[src/rtl/core/piecewise_linear_sigmoid_q27_macros.svh]
// assertion macros for the piecewise linear sigmoid block
`ifndef PIECEWISE_LINEAR_SIGMOID_Q27_MACROS_SVH
`define PIECEWISE_LINEAR_SIGMOID_Q27_MACROS_SVH

`ifndef ASSERT_OFF

// property checked on every rising clock edge outside of reset
`define PLSIG_ASSERT(lbl, clk, rst_n, prop, msg) \
    lbl: assert property (@(posedge clk) disable iff (!(rst_n)) (prop)) else $error(msg);

// signal must read low in the cycle after reset is applied
`define PLSIG_ASSERT_RESET(lbl, clk, rst_n, sig, msg) \
    lbl: assert property (@(posedge clk) !(rst_n) |=> !(sig)) else $error(msg);

`else

`define PLSIG_ASSERT(lbl, clk, rst_n, prop, msg)
`define PLSIG_ASSERT_RESET(lbl, clk, rst_n, sig, msg)

`endif

`endif

[src/rtl/core/plsig_pkg.sv]
// shared widths, band tables and types for the piecewise linear sigmoid
`timescale 1ns / 1ps
`default_nettype none

package plsig_pkg;

    localparam int SAMPLE_W   = 32;
    localparam int BAND_COUNT = 16;
    localparam int BAND_W     = $clog2(BAND_COUNT);
    localparam int SLOPE_W    = 30;
    localparam int BIAS_W     = 29;
    localparam int FRAC_SHIFT = 27;
    localparam int BIAS_SHIFT = 3;
    // signed sample times zero-extended slope
    localparam int PROD_W     = SAMPLE_W + SLOPE_W;
    localparam int SHR_W      = PROD_W - FRAC_SHIFT;
    localparam int SUM_W      = SHR_W + 1;

    // bias value at the origin; every positive-side bias is at or above it
    localparam logic [BIAS_W-1:0] BIAS_MID = 29'd134217728;

    // upper edge of each band, magnitude in q27
    localparam logic [SAMPLE_W-1:0] EDGE_TAB [0:BAND_COUNT-1] = '{
        32'd63656107,  32'd111395083, 32'd153816608, 32'd194953701,
        32'd236865036, 32'd281253298, 32'd329433241, 32'd384154475,
        32'd447714743, 32'd515399149, 32'd589016819, 32'd679940425,
        32'd759830874, 32'd862986200, 32'd965402453, 32'd2147483648
    };

    localparam logic [SLOPE_W-1:0] SLOPE_TAB [0:BAND_COUNT-1] = '{
        30'd529475578, 30'd482862538, 30'd424212188, 30'd361565531,
        30'd298613704, 30'd238039992, 30'd181912633, 30'd132002182,
        30'd89144402,  30'd56020914,  30'd34019888,  30'd18928477,
        30'd9459126,   30'd5291645,   30'd2204341,   30'd177654
    };

    localparam logic [BIAS_W-1:0] POS_BIAS_TAB [0:BAND_COUNT-1] = '{
        29'd134217728, 29'd136981152, 29'd143065818, 29'd152040132,
        29'd163469967, 29'd176832392, 29'd191534255, 29'd206847211,
        29'd222180513, 29'd235991910, 29'd246552465, 29'd254831080,
        29'd260827489, 29'd263776596, 29'd266257920, 29'd268080117
    };

    localparam logic [BIAS_W-1:0] NEG_BIAS_TAB [0:BAND_COUNT-1] = '{
        29'd134217728, 29'd131454303, 29'd125369637, 29'd116395323,
        29'd104965488, 29'd91603063,  29'd76901200,  29'd61588244,
        29'd46254942,  29'd32443545,  29'd21882990,  29'd13604375,
        29'd7607967,   29'd4658859,   29'd2177535,   29'd355339
    };

    typedef struct packed {
        logic [SLOPE_W-1:0] slope;
        logic [BIAS_W-1:0]  bias;
    } t_band_sel;

endpackage

`default_nettype wire

[src/rtl/core/plsig_sat.sv]
// product rescale, bias add and saturation to signed 32 bits
`timescale 1ns / 1ps
`default_nettype none

module plsig_sat
    import plsig_pkg::*;
(
    input  wire logic signed [PROD_W-1:0]   i_prod,
    input  wire logic        [BIAS_W-1:0]   i_bias,
    output logic signed      [SAMPLE_W-1:0] o_result
);

    localparam logic signed [SUM_W-1:0] SAT_MAX =
        SUM_W'({1'b0, {(SAMPLE_W-1){1'b1}}});
    localparam logic signed [SUM_W-1:0] SAT_MIN =
        {{(SUM_W-SAMPLE_W+1){1'b1}}, {(SAMPLE_W-1){1'b0}}};

    logic signed [SHR_W-1:0] shr;
    logic signed [SUM_W-1:0] bias_ext;
    logic signed [SUM_W-1:0] sum;

    // taking the upper bits is a floor shift
    assign shr      = i_prod[PROD_W-1:FRAC_SHIFT];
    assign bias_ext = $signed({{(SUM_W-BIAS_W-BIAS_SHIFT){1'b0}}, i_bias,
                               {BIAS_SHIFT{1'b0}}});
    assign sum      = {shr[SHR_W-1], shr} + bias_ext;

    always_comb begin
        if (sum > SAT_MAX) begin
            o_result = SAT_MAX[SAMPLE_W-1:0];
        end else if (sum < SAT_MIN) begin
            o_result = SAT_MIN[SAMPLE_W-1:0];
        end else begin
            o_result = sum[SAMPLE_W-1:0];
        end
    end

endmodule

`default_nettype wire

[config.mk]
export PLATFORM = sky130hd
export DESIGN_NAME = plsig_sat
export DESIGN_NICKNAME = d
export VERILOG_FILES = /design/src/rtl/core/piecewise_linear_sigmoid_q27_macros.svh /design/src/rtl/core/plsig_pkg.sv /design/src/rtl/core/plsig_sat.sv
export SDC_FILE = /design/constraint.sdc
export NUM_CORES = 1
export LEC_CHECK = 0
export ABC_CLOCK_PERIOD_IN_PS = 6000
export BUFFER_PORTS_ARGS = -buffer_cell sky130_fd_sc_hd__buf_2
export CAP_MARGIN = 20
export CORE_MARGIN = 2
export CORE_UTILIZATION = 52
export DETAILED_ROUTE_END_ITERATION = 6
export PLACE_DENSITY_LB_ADDON = 0.2
export SLEW_MARGIN = 20
export SYNTH_ARGS = -nofsm -noshare
export SYNTH_HDL_FRONTEND = slang
export SYNTH_SLANG_ARGS = --single-unit
[constraint.sdc]
create_clock -name vclk -period 6
set_input_delay 1.2 -clock vclk [all_inputs]
set_output_delay 1.2 -clock vclk [all_outputs]
set_load 0.01 [all_outputs]
==> results.toml, run 1 <==
[status]
status = "finished, final reports clean"

[finish]
count_of_nets_after_finishing = 511
clock_buffer_count_in_the_final_layout = 0
layout-drive-gt1-share_pct = 40.7
nFlopsAndLatches = 0
layout-area-overhead-vs-synth_pct = 21.3
num_antenna_cells = 0
seqCellArea_um2 = 0

[sta]
worst-slew-pin-transition_ns = 0.761
final-setup-viol-count = 0
finalWorstPathRequiredPeriod_ns = 5.62
slew-limit-headroom_pct = 49.1
final-max-slew-violation-count = 0
setup-tns-final_ns = 0
final-hold-violation-count = 0
grt_setup_unrepaired = "no"
fin_crit_sh_pct = 93.6
fmax_ghz = 0.178

[synth]
synth_area_leaders = "sky130_fd_sc_hd__ha_1 (16%), sky130_fd_sc_hd__o21ai_2 (11%), sky130_fd_sc_hd__a21oi_1 (6.6%), sky130_fd_sc_hd__xor2_1 (6.2%), sky130_fd_sc_hd__buf_6 (5.0%)"
synth_top_cells_by_count = "sky130_fd_sc_hd__a21oi_1 (30), sky130_fd_sc_hd__ha_1 (29), sky130_fd_sc_hd__o21ai_2 (29), sky130_fd_sc_hd__nand2_1 (25), sky130_fd_sc_hd__nor2_1 (21)"
syn_avg_cell_area_um2 = 7.57
post-synth-top-area-cell = "sky130_fd_sc_hd__ha_1"
synth_top_cell_area_share_pct = 16.0
synth.lib_cells_used.distinct = 63
yosys.cell_count.top_type = "sky130_fd_sc_hd__a21oi_1"
postSynthCellCount = 299
synth.yosys.warnings = 0
sequential_cell_area_fraction_in_the_yosys_report_pct = 0
synth_nets = 420
post_synth_instance_area_mm2 = 0.00226

[routing]
drt-pass1-iter-count = 4
wirelength_um = 5970
vias = 2541
via_per_inst = 5.80
remaining_drc_errors = 0
antenna_violating_nets_post_route = 0
drtIter0Drc = 108
routedWlPerCell_um = 13.6

[placement]
routability_driven_placement_congestion_ratio = 0.920
dp_hpwl_um = 5060
io_buffer_count = 96

[die]
chipWidth_um = 70.0
floorplan.initialDensity_pct = 55.4
io_pins = 123
die-height_um = 70.0
area_enclosed_by_the_die_boundary_mm2 = 0.00490
floorplan_core_area_mm2 = 0.00409
rows = 23

[pwr]
ir_drop_v = 0.0000552
fin_total_pwr_uw = 358
power.leakage_nw = 1.28
power-per-cell-area_mw_per_mm2 = 130

[critical_path]
critical_path_sink_type = "primary output"
worstSetupPathType = "primary input to primary output"
startpoint_type = "primary input"
cp_max_fo = 8
timing.critical_path.required_ns = 4.80
worst-endpoint-arrival_ns = 4.42

[global_routing]
vias_in_the_first_global_route = 2259
total_routing_usage_gr_pct = 22.7
grt_overflow = 0
pin_count_of_the_biggest_net_entering_global_routing = 16
global_route_wire_length_before_repair_um = 9810
antenna_violations_before_repair = 0

[cts]
cts_hold_buf = 0
post_cts_resize_count = 0
post-cts-setup-buffers = 0

[min_path]
holdCritPathClass = "primary input to primary output"

[flow_run]
timing.max_cap.violations = 0
-- final timing paths --
kind	start	to	depth (start not counted)
worst max-delay path	i_prod[46]	o_result[29]	12
worst min-delay path	i_prod[28]	o_result[1]	4
-- report_power, final --
group	internal [mW]	leakage [nW]	total [mW]	switching (mW)
sequential	0	0	0	0
clock	0	0	0	0
combinational	0.151	1.28	0.358	0.207
-- per-stage QoR --
stage | instances | worst slack, ns | util [%] | hold slack, ns | instance area [um^2]
floorplan | 299 | 1.16 | - | 2.52 | 2260
global placement | 437 | 0.180 | 67.0 | 2.73 | 2740
detailed placement | 437 | 0.0945 | 67.0 | 2.74 | 2740
CTS | 437 | 0.103 | 67.0 | 2.74 | 2740
global route | 438 | 0.147 | 67.2 | 2.75 | 2750
finish | 438 | 0.383 | 67.2 | 2.73 | 2750
-- per-layer routing --
metal	wire length (um)	global-route usage, %	vias to the layer above
li1	-	-	1304
met1	2670	30.4	1135
met2	2850	41.3	94
met3	381	1.01	8
met4	69	2.78	0
met5	0	0	-
-- worst max-delay path, cell delays in order --
cell                      delay [ns]
sky130_fd_sc_hd__buf_2          0.11
sky130_fd_sc_hd__ha_1           0.45
sky130_fd_sc_hd__nand2_1        0.12
sky130_fd_sc_hd__o21ai_0        0.36
sky130_fd_sc_hd__o32ai_1        0.16
sky130_fd_sc_hd__a31oi_1        0.36
sky130_fd_sc_hd__and4_1         0.28
sky130_fd_sc_hd__nor4_2         0.09
sky130_fd_sc_hd__o41ai_4        0.72
sky130_fd_sc_hd__buf_4          0.32
sky130_fd_sc_hd__o31ai_2        0.08
sky130_fd_sc_hd__buf_2          0.17
-- placed cells by master (no fill, tap or decap), drive strengths merged, types with 3 or more instances in the layout --
master	instances
o211ai	5
a211oi	4
nor2	21
a21oi	36
ha	29
a221oi	3
buf	105
nor3	3
nor2b	3
inv	12
o21a	3
o21ai	44
a21o	11
nand4	5
nand2b	3
xor2	16
nand3	7
xnor2	11
a31oi	7
o31ai	5
nand2	25
and2	4
-- kinds of logic (layout without fill, tap and decap cells) --
kind of cell    after synthesis  count (layout)  share of synthesized area, %
fa+ha+maj                    30              30                          16.9
simple gates                 81              81                          18.2
buf+inv                      28             117                          8.07
compound gates              133             133                          46.1
xor+xnor                     27              27                          10.8
-- area by class of cell --
cell class	instances	area (um^2)
fillers	377	1340
well taps	50	62.6
multi-input cells	271	2090
repair buffers	105	548
inverters	12	45.0
No activity file was read; power rests on OpenSTA's default activity.
==> run 2: changes to the inputs <==
--- a/config.mk
+++ b/config.mk
@@ -5,12 +5,13 @@
 export SDC_FILE = /design/constraint.sdc
 export NUM_CORES = 1
 export LEC_CHECK = 0
-export ABC_CLOCK_PERIOD_IN_PS = 6000
+export ABC_CLOCK_PERIOD_IN_PS = 6500
 export BUFFER_PORTS_ARGS = -buffer_cell sky130_fd_sc_hd__buf_2
 export CAP_MARGIN = 20
 export CORE_MARGIN = 2
 export CORE_UTILIZATION = 52
 export DETAILED_ROUTE_END_ITERATION = 6
+export MAX_ROUTING_LAYER = met4
 export PLACE_DENSITY_LB_ADDON = 0.2
 export SLEW_MARGIN = 20
 export SYNTH_ARGS = -nofsm -noshare
==> constraint.sdc (replaced) <==
create_clock -name vclk -period 6.5
set_input_delay 1.3 -clock vclk [all_inputs]
set_output_delay 1.3 -clock vclk [all_outputs]
set_load 0.01 [all_outputs]
==> run 2 against run 1 <==
First-iteration DRC count up 16%; total power down 10%; critical path depth unchanged; critical path type unchanged; global-route usage up 1.1 points; final cell count down 1.6%; flip-flop and latch count unchanged; largest cell class unchanged; clock-buffer cell count unchanged; worst setup slack worse by 0.073 ns; sequential share of layout area unchanged; hold slack better by 0.20 ns; die area unchanged; final area down 1.9%.
==> results.toml, run 2 (synthesis gave the netlist of run 1 again) <==
[critical_path]
cp_max_fo = 19
worst-endpoint-arrival_ns = 4.89
timing.critical_path.required_ns = 5.20
startpoint_type = "primary input"
slowest_stage = "sky130_fd_sc_hd__o41ai_4"
critical_path_sink_type = "primary output"
critPathBufInv = 3
cp_cell_sequence = "buf_2 -> ha_1 -> a21oi_1 -> o21ai_1 -> a221oi_2 -> a31oi_1 -> nor4_1 -> nor4_2 -> o41ai_4 -> buf_4 -> o31ai_2 -> buf_2"
timing.critical_path.mode_cell = "sky130_fd_sc_hd__buf_2"
family_of_cells_with_the_greatest_summed_delay_on_the_critical_path = "compound AO/OA/AOI/OAI gates"
crit_path_max_incr_delay_ns = 0.95
worstSetupPathType = "primary input to primary output"

[finish]
clock_buffer_count_in_the_final_layout = 0
nFlopsAndLatches = 0
mostFrequentLayoutCells = "sky130_fd_sc_hd__buf_2 (96), sky130_fd_sc_hd__a21oi_1 (30), sky130_fd_sc_hd__o21ai_2 (29), sky130_fd_sc_hd__ha_1 (29), sky130_fd_sc_hd__nand2_1 (25)"
fillers = 385
num_antenna_cells = 0
mostFrequentLayoutCell = "sky130_fd_sc_hd__buf_2"
layout-drive-gt1-share_pct = 39.6
count_of_nets_after_finishing = 504
finalInstanceArea_mm2 = 0.00269
layout-area-overhead-vs-synth_pct = 19.0
seqCellArea_um2 = 0

[global_routing]
global_route_wire_length_before_repair_um = 9990
grt_overflow = 0
pin_count_of_the_biggest_net_entering_global_routing = 22
total_routing_usage_gr_pct = 23.9
vias_in_the_first_global_route = 2289
antenna_violations_before_repair = 0

[die]
rows = 23
area_enclosed_by_the_die_boundary_mm2 = 0.00490
chipWidth_um = 70.0
floorplan_core_area_mm2 = 0.00409
floorplan.initialDensity_pct = 55.4
die-height_um = 70.0
io_pins = 123

[sta]
final-setup-viol-count = 0
final-max-slew-violation-count = 0
fin_crit_sh_pct = 95.2
fmax_ghz = 0.162
worst-slew-pin-transition_ns = 1.08
setup-tns-final_ns = 0
finalWorstPathRequiredPeriod_ns = 6.19
final-hold-violation-count = 0
slew-limit-headroom_pct = 27.9
grt_setup_unrepaired = "no"

[flow_run]
timing.max_cap.violations = 0

[placement]
cell_area_after_placement_mm2 = 0.00269
routability_driven_placement_congestion_ratio = 0.924
dp_hpwl_um = 4980
io_buffer_count = 96

[pwr]
ir_drop_v = 0.0000536
power.leakage_nw = 1.25
power-per-cell-area_mw_per_mm2 = 120

[routing]
antenna_violating_nets_post_route = 0
routedWlPerCell_um = 13.7
drt-pass1-iter-count = 4
drtIter0Drc = 125
remaining_drc_errors = 0
vias = 2473
via_per_inst = 5.74
wirelength_um = 5900

[cts]
post_cts_resize_count = 0
post-cts-setup-buffers = 0
cts_hold_buf = 0

[status]
status = "finished, final reports clean"

[min_path]
holdCritPathClass = "primary input to primary output"
run 2: cell types whose count changed in the layout (fill, tap and decap cells not counted), sizes merged:
cell / previous run / this run
buf: 105 / 98
run 2: layer usage:
layer	up-vias	GRT usage, %	share of wire [%]
met3	6	0.577	6.0
met5	-	-	0
li1	1295	-	-
met4	0	1.92	0.88
met2	90	43.0	48
met1	1082	31.0	45
run 2: stage by stage:
stage	cells	utilization, %	total power, mW	setup WS (ns)	hold WS (ns)
final	431	65.9	0.322	0.310	2.93
after global routing	431	65.9	0.354	0.0633	2.95
after CTS	431	65.9	0.323	0.312	2.93
after detailed placement	431	65.9	0.322	0.299	2.93
after global placement	431	65.9	0.315	0.368	2.93
after floorplan	299	-	0.243	1.46	2.72
run 2: cell type report:
class                           instances  area, um^2  area share [%]
Inverter                               12        45.0            1.67
Multi-Input combinational cell        271        2090            77.6
Tap cell                               50        62.6            2.32
Timing Repair Buffer                   98         495            18.4
run 2: worst paths after layout:
kind	cells after the start	startpoint	slack (ns)	end
min	4	i_prod[28]	2.93	o_result[1]
max	12	i_prod[36]	0.31	o_result[29]
run 2: power by group:
group | internal [mW] | switching (mW) | total (mW)
Clock | 0 | 0 | 0
Combinational | 0.133 | 0.189 | 0.322
Sequential | 0 | 0 | 0
Total | 0.133 | 0.189 | 0.322
